--- src/rtl/core/ptr_pkg.sv ---
`timescale 1ns / 1ps
// ----------------------------------------------------------------------------
// ptr_pkg: shared definitions for the pulse tachometer
// Request and status codes, fixed field widths, rate constants and the
// structs between the sequencer and the shared divider.
// ----------------------------------------------------------------------------
package ptr_pkg;

  localparam int unsigned WORD_W        = 32;
  localparam int unsigned RAW_W         = 15;
  localparam int unsigned RPM_W         = 40;
  localparam int unsigned FRACTION_BITS = 8;
  localparam int unsigned MUL_W         = 26;
  localparam int unsigned PROD_W        = WORD_W + MUL_W;
  localparam int unsigned DIV_W         = PROD_W + FRACTION_BITS;
  localparam int unsigned CNT_W         = $clog2(DIV_W + 1);
  localparam int unsigned RECIP_W       = 29;
  localparam int unsigned MS_SHIFT      = 38;
  localparam int unsigned MUL_OUT_W     = WORD_W + RECIP_W;

  localparam logic [WORD_W-1:0]  COUNTER_LIMIT = 32'd32767;
  localparam logic [MUL_W-1:0]   US_PER_MINUTE = 26'd60000000;
  localparam logic [WORD_W-1:0]  US_PER_MS     = 32'd1000;
  localparam logic [WORD_W-1:0]  STALL_RESET   = 32'd500;
  // ceil(2^38 / 1000), exact floor of x / 1000 for any 32-bit x
  localparam logic [RECIP_W-1:0] MS_RECIP      = 29'd274877907;

  typedef enum logic [1:0] {
    REQ_OVERFLOW = 2'd0,
    REQ_READ     = 2'd1,
    REQ_RESTART  = 2'd2
  } req_type_e;

  typedef enum logic [2:0] {
    STAT_VALID        = 3'd0,
    STAT_DISABLED     = 3'd1,
    STAT_PRIMING      = 3'd2,
    STAT_STALLED      = 3'd3,
    STAT_ZERO_ELAPSED = 3'd4
  } status_e;

  typedef struct packed {
    logic              start;
    logic [DIV_W-1:0]  dividend;
    logic [WORD_W-1:0] divisor;
  } div_req_t;

  typedef struct packed {
    logic             done;
    logic [DIV_W-1:0] quotient;
  } div_rsp_t;

endpackage

--- src/rtl/core/ptr_req_if.sv ---
`timescale 1ns / 1ps
// ----------------------------------------------------------------------------
// ptr_req_if: request channel
// Valid/ready channel carrying one tachometer request item.
// ----------------------------------------------------------------------------
interface ptr_req_if;
  logic                           valid;
  logic                           ready;
  ptr_pkg::req_type_e             req_type;
  logic [ptr_pkg::RAW_W-1:0]      raw_count;
  logic [ptr_pkg::WORD_W-1:0]     now_us;

  modport source (output valid, req_type, raw_count, now_us, input ready);
  modport sink   (input valid, req_type, raw_count, now_us, output ready);
endinterface

--- src/rtl/core/ptr_rsp_if.sv ---
`timescale 1ns / 1ps
// ----------------------------------------------------------------------------
// ptr_rsp_if: result channel
// Valid/ready channel carrying one rate read result item.
// ----------------------------------------------------------------------------
interface ptr_rsp_if;
  logic                          valid;
  logic                          ready;
  ptr_pkg::status_e              status;
  logic [ptr_pkg::RPM_W-1:0]     rpm_q8;
  logic [ptr_pkg::WORD_W-1:0]    pulse_count;
  logic [ptr_pkg::WORD_W-1:0]    total_pulses;
  logic [ptr_pkg::WORD_W-1:0]    overflow_events;
  logic [ptr_pkg::WORD_W-1:0]    ms_since_pulse;

  modport source (output valid, status, rpm_q8, pulse_count, total_pulses,
                  overflow_events, ms_since_pulse, input ready);
  modport sink   (input valid, status, rpm_q8, pulse_count, total_pulses,
                  overflow_events, ms_since_pulse, output ready);
endinterface

--- src/rtl/core/pulse_tachometer_rpm.sv ---
`timescale 1ns / 1ps
// ----------------------------------------------------------------------------
// pulse_tachometer_rpm: pulse count tachometer back end
// Counter overflow and restart items are handled in the idle state and give
// no result. A rate read while enabled that yields a rate runs ST_EVAL and
// ST_BOOK, a reciprocal multiply for the milliseconds since the last pulse,
// a second multiply on the same multiplier, and a 66-step pass of the shared
// divider, one quotient bit per cycle, for the rpm quotient. A priming,
// stalled or zero-elapsed read ends at ST_MS_CHECK, and a read while disabled
// goes straight to ST_FINISH. One item is worked on at a time, and a new
// item is taken while the last result still waits in the output register; a
// finished read holds the input off until that register is free.
// ----------------------------------------------------------------------------
module pulse_tachometer_rpm (
  input  logic                       clk_i,
  input  logic                       rst_ni,
  input  logic                       cfg_we_i,
  input  logic [ptr_pkg::WORD_W-1:0] cfg_wdata_i,
  ptr_req_if.sink                    req_i,
  ptr_rsp_if.source                  rsp_o
);

  typedef enum logic [3:0] {
    ST_IDLE,
    ST_EVAL,
    ST_BOOK,
    ST_MS_MUL,
    ST_MS_CHECK,
    ST_MUL,
    ST_RATE_START,
    ST_RATE_WAIT,
    ST_FINISH
  } state_e;

  state_e                        state_q;

  logic [ptr_pkg::WORD_W-1:0]    timeout_q;
  logic                          enabled_q;
  logic [ptr_pkg::WORD_W-1:0]    ovf_total_q;
  logic [ptr_pkg::WORD_W-1:0]    last_total_q;
  logic [ptr_pkg::WORD_W-1:0]    last_read_q;
  logic [ptr_pkg::WORD_W-1:0]    last_pulse_q;
  logic [ptr_pkg::WORD_W-1:0]    pulse_sum_q;
  logic [ptr_pkg::WORD_W-1:0]    tally_q;

  logic [ptr_pkg::WORD_W-1:0]    now_q;
  logic [ptr_pkg::RAW_W-1:0]     raw_q;
  logic [ptr_pkg::WORD_W-1:0]    total_q;
  logic [ptr_pkg::WORD_W-1:0]    pulses_q;
  logic [ptr_pkg::WORD_W-1:0]    elapsed_q;
  logic                          priming_q;
  logic [ptr_pkg::MUL_OUT_W-1:0] product_q;

  ptr_pkg::status_e              res_status_q;
  logic [ptr_pkg::RPM_W-1:0]     res_rpm_q;
  logic [ptr_pkg::WORD_W-1:0]    res_count_q;
  logic [ptr_pkg::WORD_W-1:0]    res_ms_q;

  logic                          out_valid_q;
  ptr_pkg::status_e              out_status_q;
  logic [ptr_pkg::RPM_W-1:0]     out_rpm_q;
  logic [ptr_pkg::WORD_W-1:0]    out_count_q;
  logic [ptr_pkg::WORD_W-1:0]    out_sum_q;
  logic [ptr_pkg::WORD_W-1:0]    out_tally_q;
  logic [ptr_pkg::WORD_W-1:0]    out_ms_q;

  logic [ptr_pkg::WORD_W-1:0]    diff;
  logic [ptr_pkg::WORD_W-1:0]    pulses_c;
  logic [ptr_pkg::WORD_W-1:0]    ms_quot;
  logic [ptr_pkg::WORD_W-1:0]    mul_a;
  logic [ptr_pkg::RECIP_W-1:0]   mul_b;
  logic                          req_acc;

  ptr_pkg::div_req_t             div_req;
  ptr_pkg::div_rsp_t             div_rsp;

  ptr_div u_div (
    .clk_i  (clk_i),
    .rst_ni (rst_ni),
    .ctrl_i (div_req),
    .stat_o (div_rsp)
  );

  assign req_i.ready = (state_q == ST_IDLE);
  assign req_acc     = req_i.valid && req_i.ready;

  always_comb begin
    diff     = total_q - last_total_q;
    pulses_c = diff[ptr_pkg::WORD_W-1] ? ptr_pkg::WORD_W'(raw_q) : diff;
    ms_quot  = ptr_pkg::WORD_W'(product_q[ptr_pkg::MUL_OUT_W-1:ptr_pkg::MS_SHIFT]);
  end

  // shared multiplier operands
  always_comb begin
    if (state_q == ST_MS_MUL) begin
      mul_a = now_q - last_pulse_q;
      mul_b = ptr_pkg::MS_RECIP;
    end else begin
      mul_a = pulses_q;
      mul_b = ptr_pkg::RECIP_W'(ptr_pkg::US_PER_MINUTE);
    end
  end

  always_comb begin
    div_req.start    = (state_q == ST_RATE_START);
    div_req.dividend = ptr_pkg::DIV_W'(product_q[ptr_pkg::PROD_W-1:0])
                       << ptr_pkg::FRACTION_BITS;
    div_req.divisor  = elapsed_q;
  end

  always_ff @(posedge clk_i or negedge rst_ni) begin
    if (!rst_ni) begin
      state_q      <= ST_IDLE;
      timeout_q    <= ptr_pkg::STALL_RESET;
      enabled_q    <= 1'b0;
      ovf_total_q  <= '0;
      last_total_q <= '0;
      last_read_q  <= '0;
      last_pulse_q <= '0;
      pulse_sum_q  <= '0;
      tally_q      <= '0;
      out_valid_q  <= 1'b0;
    end else begin
      if (cfg_we_i) begin
        timeout_q <= cfg_wdata_i;
      end
      if (rsp_o.valid && rsp_o.ready && state_q != ST_FINISH) begin
        out_valid_q <= 1'b0;
      end

      case (state_q)
        ST_IDLE: begin
          if (req_acc) begin
            now_q   <= req_i.now_us;
            raw_q   <= req_i.raw_count;
            total_q <= ovf_total_q + ptr_pkg::WORD_W'(req_i.raw_count);
            case (req_i.req_type)
              ptr_pkg::REQ_OVERFLOW: begin
                if (enabled_q) begin
                  ovf_total_q <= ovf_total_q + ptr_pkg::COUNTER_LIMIT;
                  tally_q     <= tally_q + 1'b1;
                end
              end
              ptr_pkg::REQ_RESTART: begin
                ovf_total_q  <= '0;
                last_total_q <= '0;
                last_read_q  <= req_i.now_us;
                last_pulse_q <= '0;
                pulse_sum_q  <= '0;
                tally_q      <= '0;
                enabled_q    <= 1'b1;
              end
              ptr_pkg::REQ_READ: begin
                if (enabled_q) begin
                  state_q <= ST_EVAL;
                end else begin
                  res_status_q <= ptr_pkg::STAT_DISABLED;
                  res_rpm_q    <= '0;
                  res_count_q  <= '0;
                  res_ms_q     <= '1;
                  state_q      <= ST_FINISH;
                end
              end
              default: ;
            endcase
          end
        end

        ST_EVAL: begin
          res_count_q  <= total_q;
          priming_q    <= (last_read_q == '0);
          pulses_q     <= pulses_c;
          elapsed_q    <= now_q - last_read_q;
          last_total_q <= total_q;
          last_read_q  <= now_q;
          state_q      <= ST_BOOK;
        end

        ST_BOOK: begin
          // pulse bookkeeping only on a measuring read
          if (!priming_q && pulses_q != '0) begin
            last_pulse_q <= now_q;
            pulse_sum_q  <= pulse_sum_q + pulses_q;
          end
          state_q <= ST_MS_MUL;
        end

        ST_MS_MUL: begin
          product_q <= mul_a * mul_b;
          state_q   <= ST_MS_CHECK;
        end

        ST_MS_CHECK: begin
          res_ms_q  <= (last_pulse_q != '0) ? ms_quot : '1;
          res_rpm_q <= '0;
          if (priming_q) begin
            res_status_q <= ptr_pkg::STAT_PRIMING;
            state_q      <= ST_FINISH;
          end else if (last_pulse_q != '0 && ms_quot > timeout_q) begin
            res_status_q <= ptr_pkg::STAT_STALLED;
            state_q      <= ST_FINISH;
          end else if (elapsed_q == '0) begin
            res_status_q <= ptr_pkg::STAT_ZERO_ELAPSED;
            state_q      <= ST_FINISH;
          end else begin
            state_q <= ST_MUL;
          end
        end

        ST_MUL: begin
          product_q <= mul_a * mul_b;
          state_q   <= ST_RATE_START;
        end

        ST_RATE_START: begin
          state_q <= ST_RATE_WAIT;
        end

        ST_RATE_WAIT: begin
          if (div_rsp.done) begin
            res_status_q <= ptr_pkg::STAT_VALID;
            // saturate when the quotient overflows the result width
            if (div_rsp.quotient[ptr_pkg::DIV_W-1:ptr_pkg::RPM_W] != '0) begin
              res_rpm_q <= '1;
            end else begin
              res_rpm_q <= div_rsp.quotient[ptr_pkg::RPM_W-1:0];
            end
            state_q <= ST_FINISH;
          end
        end

        ST_FINISH: begin
          if (!out_valid_q || rsp_o.ready) begin
            out_valid_q  <= 1'b1;
            out_status_q <= res_status_q;
            out_rpm_q    <= res_rpm_q;
            out_count_q  <= res_count_q;
            out_sum_q    <= pulse_sum_q;
            out_tally_q  <= tally_q;
            out_ms_q     <= res_ms_q;
            state_q      <= ST_IDLE;
          end
        end

        default: begin
          state_q <= ST_IDLE;
        end
      endcase
    end
  end

  assign rsp_o.valid           = out_valid_q;
  assign rsp_o.status          = out_status_q;
  assign rsp_o.rpm_q8          = out_rpm_q;
  assign rsp_o.pulse_count     = out_count_q;
  assign rsp_o.total_pulses    = out_sum_q;
  assign rsp_o.overflow_events = out_tally_q;
  assign rsp_o.ms_since_pulse  = out_ms_q;

  a_done_in_wait: assert property (@(posedge clk_i) disable iff (!rst_ni)
    div_rsp.done |-> state_q == ST_RATE_WAIT)
    else $error("divider result outside the wait state");

  a_rpm_only_valid: assert property (@(posedge clk_i) disable iff (!rst_ni)
    rsp_o.valid && rsp_o.status != ptr_pkg::STAT_VALID |-> rsp_o.rpm_q8 == '0)
    else $error("nonzero rpm on a non-valid result");

  a_disabled_fields: assert property (@(posedge clk_i) disable iff (!rst_ni)
    rsp_o.valid && rsp_o.status == ptr_pkg::STAT_DISABLED
      |-> rsp_o.pulse_count == '0 && rsp_o.ms_since_pulse == '1)
    else $error("disabled result carries counts");

endmodule

--- src/rtl/core/ptr_div.sv ---
`timescale 1ns / 1ps
// ----------------------------------------------------------------------------
// ptr_div: shared restoring divider
// One quotient bit per cycle over the full dividend; the quotient builds up
// in the dividend register as it shifts out.
// ----------------------------------------------------------------------------
module ptr_div (
  input  logic              clk_i,
  input  logic              rst_ni,
  input  ptr_pkg::div_req_t ctrl_i,
  output ptr_pkg::div_rsp_t stat_o
);

  logic                          busy_q;
  logic                          done_q;
  logic [ptr_pkg::CNT_W-1:0]     cnt_q;
  logic [ptr_pkg::DIV_W-1:0]     dvd_q;
  logic [ptr_pkg::WORD_W-1:0]    rem_q;
  logic [ptr_pkg::WORD_W-1:0]    dvs_q;
  logic [ptr_pkg::WORD_W:0]      shifted;
  logic [ptr_pkg::WORD_W:0]      trial;
  logic                          qbit;

  always_comb begin
    shifted = {rem_q, dvd_q[ptr_pkg::DIV_W-1]};
    trial   = shifted - {1'b0, dvs_q};
    qbit    = ~trial[ptr_pkg::WORD_W];
  end

  always_ff @(posedge clk_i or negedge rst_ni) begin
    if (!rst_ni) begin
      busy_q <= 1'b0;
      done_q <= 1'b0;
      cnt_q  <= '0;
    end else begin
      done_q <= 1'b0;
      if (ctrl_i.start) begin
        busy_q <= 1'b1;
        cnt_q  <= ptr_pkg::CNT_W'(ptr_pkg::DIV_W);
      end else if (busy_q) begin
        cnt_q <= cnt_q - 1'b1;
        if (cnt_q == ptr_pkg::CNT_W'(1)) begin
          busy_q <= 1'b0;
          done_q <= 1'b1;
        end
      end
    end
  end

  // datapath, no reset needed
  always_ff @(posedge clk_i) begin
    if (ctrl_i.start) begin
      dvd_q <= ctrl_i.dividend;
      dvs_q <= ctrl_i.divisor;
      rem_q <= '0;
    end else if (busy_q) begin
      dvd_q <= {dvd_q[ptr_pkg::DIV_W-2:0], qbit};
      rem_q <= qbit ? trial[ptr_pkg::WORD_W-1:0] : shifted[ptr_pkg::WORD_W-1:0];
    end
  end

  assign stat_o.done     = done_q;
  assign stat_o.quotient = dvd_q;

  a_start_idle: assert property (@(posedge clk_i) disable iff (!rst_ni)
    ctrl_i.start |-> !busy_q)
    else $error("divider started while busy");

  a_done_ends_busy: assert property (@(posedge clk_i) disable iff (!rst_ni)
    done_q |-> !busy_q && $past(busy_q))
    else $error("divider done without a finished run");

  a_busy_count: assert property (@(posedge clk_i) disable iff (!rst_ni)
    busy_q |-> cnt_q != '0)
    else $error("divider busy with zero step count");

endmodule

--- src/flat_wrapper.sv ---
// flat-port wrapper written by rule: the top's interface ports become plain ports
module pulse_tachometer_rpm_flat 
  (clk_i, rst_ni, cfg_we_i, cfg_wdata_i, req_i_valid, req_i_req_type, req_i_raw_count, req_i_now_us, req_i_ready, rsp_o_valid, rsp_o_status, rsp_o_rpm_q8, rsp_o_pulse_count, rsp_o_total_pulses, rsp_o_overflow_events, rsp_o_ms_since_pulse, rsp_o_ready);
  ptr_req_if req_i_i ();
  ptr_rsp_if rsp_o_i ();
  input  logic clk_i;
  input  logic rst_ni;
  input  logic cfg_we_i;
  input  logic [ptr_pkg::WORD_W-1:0] cfg_wdata_i;
  input wire logic [$bits(req_i_i.valid)-1:0] req_i_valid;
  input wire logic [$bits(req_i_i.req_type)-1:0] req_i_req_type;
  input wire logic [$bits(req_i_i.raw_count)-1:0] req_i_raw_count;
  input wire logic [$bits(req_i_i.now_us)-1:0] req_i_now_us;
  output wire logic [$bits(req_i_i.ready)-1:0] req_i_ready;
  output wire logic [$bits(rsp_o_i.valid)-1:0] rsp_o_valid;
  output wire logic [$bits(rsp_o_i.status)-1:0] rsp_o_status;
  output wire logic [$bits(rsp_o_i.rpm_q8)-1:0] rsp_o_rpm_q8;
  output wire logic [$bits(rsp_o_i.pulse_count)-1:0] rsp_o_pulse_count;
  output wire logic [$bits(rsp_o_i.total_pulses)-1:0] rsp_o_total_pulses;
  output wire logic [$bits(rsp_o_i.overflow_events)-1:0] rsp_o_overflow_events;
  output wire logic [$bits(rsp_o_i.ms_since_pulse)-1:0] rsp_o_ms_since_pulse;
  input wire logic [$bits(rsp_o_i.ready)-1:0] rsp_o_ready;
  assign req_i_i.valid = req_i_valid;
  assign req_i_i.req_type = req_i_req_type;
  assign req_i_i.raw_count = req_i_raw_count;
  assign req_i_i.now_us = req_i_now_us;
  assign req_i_ready = req_i_i.ready;
  assign rsp_o_valid = rsp_o_i.valid;
  assign rsp_o_status = rsp_o_i.status;
  assign rsp_o_rpm_q8 = rsp_o_i.rpm_q8;
  assign rsp_o_pulse_count = rsp_o_i.pulse_count;
  assign rsp_o_total_pulses = rsp_o_i.total_pulses;
  assign rsp_o_overflow_events = rsp_o_i.overflow_events;
  assign rsp_o_ms_since_pulse = rsp_o_i.ms_since_pulse;
  assign rsp_o_i.ready = rsp_o_ready;
  pulse_tachometer_rpm u_core (.clk_i(clk_i), .rst_ni(rst_ni), .cfg_we_i(cfg_we_i), .cfg_wdata_i(cfg_wdata_i), .req_i(req_i_i), .rsp_o(rsp_o_i));
endmodule
--- config.mk ---
export PLATFORM = sky130hd
export DESIGN_NAME = pulse_tachometer_rpm_flat
export DESIGN_NICKNAME = d
export VERILOG_FILES = /design/src/rtl/core/ptr_pkg.sv /design/src/rtl/core/ptr_req_if.sv /design/src/rtl/core/ptr_rsp_if.sv /design/src/rtl/core/pulse_tachometer_rpm.sv /design/src/rtl/core/ptr_div.sv /design/src/flat_wrapper.sv
export SDC_FILE = /design/constraint.sdc
export NUM_CORES = 2
export LEC_CHECK = 0
export BUFFER_PORTS_ARGS = -buffer_cell sky130_fd_sc_hd__buf_2
export CORE_UTILIZATION = 45
export CTS_CLUSTER_DIAMETER = 60
export DETAILED_ROUTE_END_ITERATION = 6
export HOLD_SLACK_MARGIN = 0.02
export PLACE_DENSITY_LB_ADDON = 0.1
export SYNTH_ARGS = -nofsm -noshare
export SYNTH_HDL_FRONTEND = slang
export SYNTH_SLANG_ARGS = --single-unit
--- constraint.sdc ---
create_clock -name clk_i -period 8.9 [get_ports clk_i]
set_clock_uncertainty 0.15 [all_clocks]
set_input_delay 0.445 -clock clk_i [delete_from_list [all_inputs] [get_ports clk_i]]
set_output_delay 0.445 -clock clk_i [all_outputs]
set_load 0.01 [all_outputs]
Word level (Yosys, flattened, before mapping)
Index checks and enable logic that the tools add are counted.
- add/sub/neg operators: 9
- multiply operators: 1
- $lt $le $gt $ge: 1
- equality and inequality tests: 21
- multiplexer cells: 63
- bitwise gates (word level): 1
- reduce and logical (&&, ||, !) cells: 35
- operators by type and width (cell ; count):
    32-bit 2-to-1 mux ; 17
    32-bit case mux with 2 select lines ; 8
    40-bit 2-to-1 mux ; 5
    66-bit 2-to-1 mux ; 2
    40-bit case mux with 3 select lines ; 1
    32-bit subtractor ; 3
    32-bit logical NOT ; 2
    32-bit nonzero test ; 2
    32-bit by 29-bit multiplier with 61-bit output ; 1
    4-bit case mux with 9 select lines ; 1
    33-bit by 32-bit subtractor with 33-bit output ; 1
    32-bit by 1-bit adder with 32-bit output, second input constant ; 1
    32-bit by 15-bit adder with 32-bit output ; 1
    32-bit by 15-bit adder with 32-bit output, second input constant ; 1
    32-bit adder ; 1
    23-bit by 32-bit > comparator with 1-bit output ; 1
    4-bit 2-to-1 mux ; 8
    29-bit 2-to-1 mux ; 1
    26-bit nonzero test ; 1
    3-bit 2-to-1 mux ; 7
    4-bit by 3-bit equality test with 1-bit output, second input constant ; 4
    15-bit 2-to-1 mux ; 1
    7-bit 2-to-1 mux ; 2
    3-bit AND reduction ; 4
    27 further kinds ; 55
- register bits: 852
- input bits: 86
- output and inout port bits: 173
- word-level logic and storage cells: 166

Longest topological paths before layout
- depth in word-level cells: 5
- depth in mapped cells: 41
- gate-level depth less buffers: 39

Cells and area by module
A second synthesis with hierarchy kept.
- cells, all modules: 5611
- area, all modules: 61350.1 um2
- modules (own cells, without submodules) (module ; instances ; cells each ; area an instance (um2) ; seq. area each (um2)):
    pulse_tachometer_rpm ; 1 ; 4885 ; 53593.9 ; 19756.4
    ptr_div ; 1 ; 726 ; 7756.2 ; 3808.7

Worst setup path after synthesis
No wires, ideal clock.
- path type: reg-to-reg
- from: register u_core.now_q[0] (netlist name)
- to: register u_core.product_q[42] (netlist name) (data pin)
- library setup time: 262 ps
- arrival: 9107 ps
- data required time: 8488 ps
- path slack: -619 ps
- cell stages (with the launch flop): 39
- buffers on the path: 1
- period minus slack after synthesis: 9519 ps
- cells stage by stage: edfxtp_1 > inv_1 > ha_1 > inv_1 > fa_1 > a21o_1 > a21oi_1 > nor3_1 > nand4b_1 > nand2_1 > xnor2_1 > nor2_1 > or2_2 > clkbuf_1 > inv_1 > fa_1 > inv_1 > fa_1 > [... 3 more ...] > fa_1 > fa_1 > fa_1 > fa_1 > inv_1 > fa_1 > inv_1 > ha_1 > nand2_1 > nor2_1 > a211o_1 > a21oi_1 > nor2b_1 > a21oi_1 > a221o_1 > a221oi_1 > o21ai_1 > xor2_1
- cells in the longest elaborated chain, start to end: 3
- RTL lines (what ; line ; source):
    start, declared ; pulse_tachometer_rpm.sv:46 ; logic [ptr_pkg::WORD_W-1:0] now_q;
    start signal, assigned ; pulse_tachometer_rpm.sv:134 ; now_q <= req_i.now_us;
    32-bit subtractor ; pulse_tachometer_rpm.sv:96 ; mul_a = now_q - last_pulse_q;
    32-bit 2-to-1 mux ; pulse_tachometer_rpm.sv:95 ; if (state_q == ST_MS_MUL) begin
    32-bit by 29-bit multiplier with 61-bit output ; pulse_tachometer_rpm.sv:189, pulse_tachometer_rpm.sv:211 ;
    end signal, assigned ; pulse_tachometer_rpm.sv:189 ; product_q <= mul_a * mul_b;
    end signal, assigned ; pulse_tachometer_rpm.sv:211 ; product_q <= mul_a * mul_b;
    end, declared ; pulse_tachometer_rpm.sv:52 ; logic [ptr_pkg::MUL_OUT_W-1:0] product_q;
No other way between the ends.
A chain may end at the register's enable or synchronous reset.

Final worst setup path
- from: register u_core.now_q[8] (netlist name)
- to: register u_core.product_q[57] (netlist name) (data pin)
The elaborated chain is that of the path after synthesis.

==> flow_summary.json <==
{
  "finish.cell_count_without_fillers": 8332,
  "post_drt_wl_per_cell_um": 20.4,
  "drt-vias-per-instance": 5.22,
  "slowest_stage": "sky130_fd_sc_hd__fa_1",
  "cts_buffers": 100,
  "critPathMaxFanout": 3,
  "start_util_pct": 45.5,
  "worst_slack_ns": -0.523,
  "synth_edf_count": 556,
  "largest_net_degree_at_the_start_of_global_routing": 86,
  "yosys.area.top_type_share_pct": 27.4,
  "flow.area_growth_from_synthesis_pct": 21.1,
  "maxSlewHeadroom_pct": 16.5,
  "cts_htree_levels": 3,
  "cts-root-to-sink-buffers": 3,
  "grt_util_all_layers_pct": 25.1,
  "post-synth-top-area-cell": "sky130_fd_sc_hd__edfxtp_1",
  "worst-endpoint-arrival_ns": 9.76,
  "synth.yosys.seq_area_share_pct": 38.5,
  "timing.critical_path.to_type": "flip-flop",
  "achievable-frequency_mhz": 106,
  "clkSinkCount": 835,
  "async_flop_share_pct": 28.6,
  "hold_class": "in -> async",
  "top_cell_types_by_occurrence_after_synthesis": "sky130_fd_sc_hd__inv_1, sky130_fd_sc_hd__ha_1, sky130_fd_sc_hd__edfxtp_1",
  "antenna_cells_inserted": 0,
  "postRouteAntennaNets": 0,
  "timing.reg2reg.worst_path_depth": 37,
  "finalNetCount": 7640,
  "die_width_um": 370,
  "pin_slew_with_the_least_headroom_to_its_limit_ns": 1.25,
  "hpwl_um": 134000,
  "cp_common_cell": "sky130_fd_sc_hd__fa_1",
  "globalplace.congestion": 0.953,
  "drt_first_pass_iters": 6,
  "reg_to_reg_start": "u_core.now_q[8]",
  "worst-setup-path-type": "reg -> reg",
  "cp_data_required_time_ns": 9.24,
  "timing.rr.end": "u_core.product_q[57]",
  "placement_rows": 134,
  "die_y_um": 370,
  "fillerInstances": 11800,
  "synthMostInstantiatedCell": "sky130_fd_sc_hd__inv_1",
  "fp.coreArea_um2": 134000,
  "wire_length_of_the_first_global_routing_pass_um": 261000,
  "post_route_drc_violation_count": 0,
  "worstSetupStartpoint": "u_core.now_q[8]",
  "synth.top_cells.by_area": "sky130_fd_sc_hd__edfxtp_1, sky130_fd_sc_hd__fa_1, sky130_fd_sc_hd__ha_1, sky130_fd_sc_hd__dfrtp_1, sky130_fd_sc_hd__inv_1",
  "place.detailed.instances": 7978,
  "grt_setup_unrepaired": "true",
  "violations": "setup timing",
  "cts_tree": "built",
  "grt_pass1_vias": 44500,
  "yosys_register_bits": 835,
  "critPathLaunchType": "flip-flop",
  "yosysWarningCount": 0,
  "detailroute.via_count": 43500,
  "status": "finished with violations",
  "drt_iter0_drc": 2569,
  "setup.worst_path.end": "u_core.product_q[57]",
  "grt_overflow": 0,
  "antenna_found_initial": 6,
  "postSynthAreaPerCell_um2": 10.8,
  "number_of_distinct_standard_cells_referenced_by_the_synthesized_netlist": 90,
  "regToRegSetupSlack_ns": -0.52,
  "hold_viol": 0,
  "drive_above_1_share_pct": 20.2,
  "layout_min_cycle_time_ns": 9.42,
  "clk_pin_slew_worst_paths_ns": 0.06,
  "ys_dominant_reg_cell": "sky130_fd_sc_hd__edfxtp_1",
  "number_of_maximum_capacitance_constraint_violations": 0,
  "num_io_pins": 259,
  "cts-root-buf": "sky130_fd_sc_hd__clkbuf_16",
  "postSynthCellCount": 5655,
  "max_stage_delay_on_crit_path_ns": 0.57,
  "port_buffers": 258,
  "layout_worst_path_cycle_share_pct": 106,
  "dieArea_um2": 137000,
  "clk-insertion-delay-late_ns": 0.74,
  "post_synth_instance_area_um2": 61000,
  "final-max-slew-violation-count": 0,
  "detail_route.wirelength_um": 170000,
  "finalSetupViolCount": 28
}
## sequential cells by signal, indices dropped and copies added, names as in the netlist, 40 cells and up
| register | cells |
|---|---|
| u_core.u_div.dvd_q | 66 |
| u_core.res_rpm_q | 40 |
| u_core.product_q | 61 |
| u_core.rsp_o.rpm_q8 | 40 |
## cells by family after synthesis
family,after synthesis,share of synthesized area [%]
xor+xnor,277,3.98
buf+inv,1043,6.56
fa+ha+maj,1076,28.4
mux,83,1.38
flops,835,38.5
other cells,2,0.0123
simple gates,1303,10.1
compound gates,1036,11.1
## placed cells by master (no fill, tap or decap), types with 153 or more instances in the layout
cell                       synthesis  layout
sky130_fd_sc_hd__ha_1            560     524
sky130_fd_sc_hd__a21o_1          166     166
sky130_fd_sc_hd__buf_4            10     494
sky130_fd_sc_hd__o21ai_0         249     223
sky130_fd_sc_hd__fa_1            516     487
sky130_fd_sc_hd__inv_1           879     831
sky130_fd_sc_hd__xnor2_1         166     153
sky130_fd_sc_hd__a21oi_1         252     222
sky130_fd_sc_hd__nand2_1         464     448
sky130_fd_sc_hd__dfrtp_1         233     232
sky130_fd_sc_hd__buf_2             6     257
sky130_fd_sc_hd__nor2_1          291     262
sky130_fd_sc_hd__edfxtp_1        556     556
## layout make-up
cell class	instances	area (um2)	share of cell area (%)
Multi-Input combinational cell	3783	35200	47.7
Sequential cell	835	23500	31.8
Timing Repair Buffer	879	6370	8.62
Inverter	879	3320	4.50
Clock buffer	138	2800	3.79
Tap cell	1768	2210	2.99
Clock inverter	50	448	0.606
## repair_timing
item / CTS / global route
setup endpoints to repair: 34 / 40
pin swaps: 161 / 104
buffers inserted: 68 / 25
endpoints found under the hold margin: 161 / 0
hold buffers: 84 / 0
resized for setup: 222 / 130
## worst min-delay path by stage
stage | start | endpoint | cells past startpoint | slack (ns)
after floorplan | rst_ni | u_core.enabled_q | 0 | -0.0006
after global placement | u_core.res_rpm_q[0] | u_core.rsp_o.rpm_q8[0] | 0 | 0.25
after detailed placement | u_core.res_ms_q[10] | u_core.rsp_o.ms_since_pulse[10] | 0 | 0.25
after CTS | rst_ni | u_core.u_div.cnt_q[3] | 2 | 0.07
after global routing | rst_ni | u_core.u_div.cnt_q[3] | 2 | 0.12
final | rst_ni | u_core.u_div.cnt_q[3] | 2 | 0.1
## stage by stage
stage | util [%] | setup TNS (ns) | hold slack (ns) | worst slack, ns | instance area, um2
final | 55.1 | -6.54 | 0.0958 | -0.523 | 73900
after global routing | 55.1 | -17.52 | 0.122 | -0.835 | 73900
after CTS | 54.6 | -7.79 | 0.0670 | -0.531 | 73200
after detailed placement | 50.5 | -15.21 | 0.255 | -0.845 | 67600
after global placement | 50.5 | -12.89 | 0.253 | -0.790 | 67600
after floorplan | - | -0.285 | -0.000591 | -0.116 | 61300
## metal layers
layer | wire length (um) | vias up | global-route usage, %
li1 | - | 20900 | -
met1 | 75600 | 21400 | 33.5
met2 | 81200 | 992 | 42.1
met3 | 7900 | 244 | 3.33
met4 | 5490 | 2 | 7.95
met5 | 13 | - | 0
## worst max-delay path: cells and delay by family (launching register included)
| family | cells | cell delay, ns |
|---|---|---|
| compound gates | 16 | 2.72 |
| buf+inv | 7 | 0.66 |
| fa+ha+maj | 10 | 4.63 |
| xor+xnor | 2 | 0.31 |
| simple gates | 2 | 0.27 |
| flops | 1 | 0.43 |
Power is left out: the tool's default activity adds up to more than one toggle a clock period on the data nets, which glitch-free logic cannot reach.
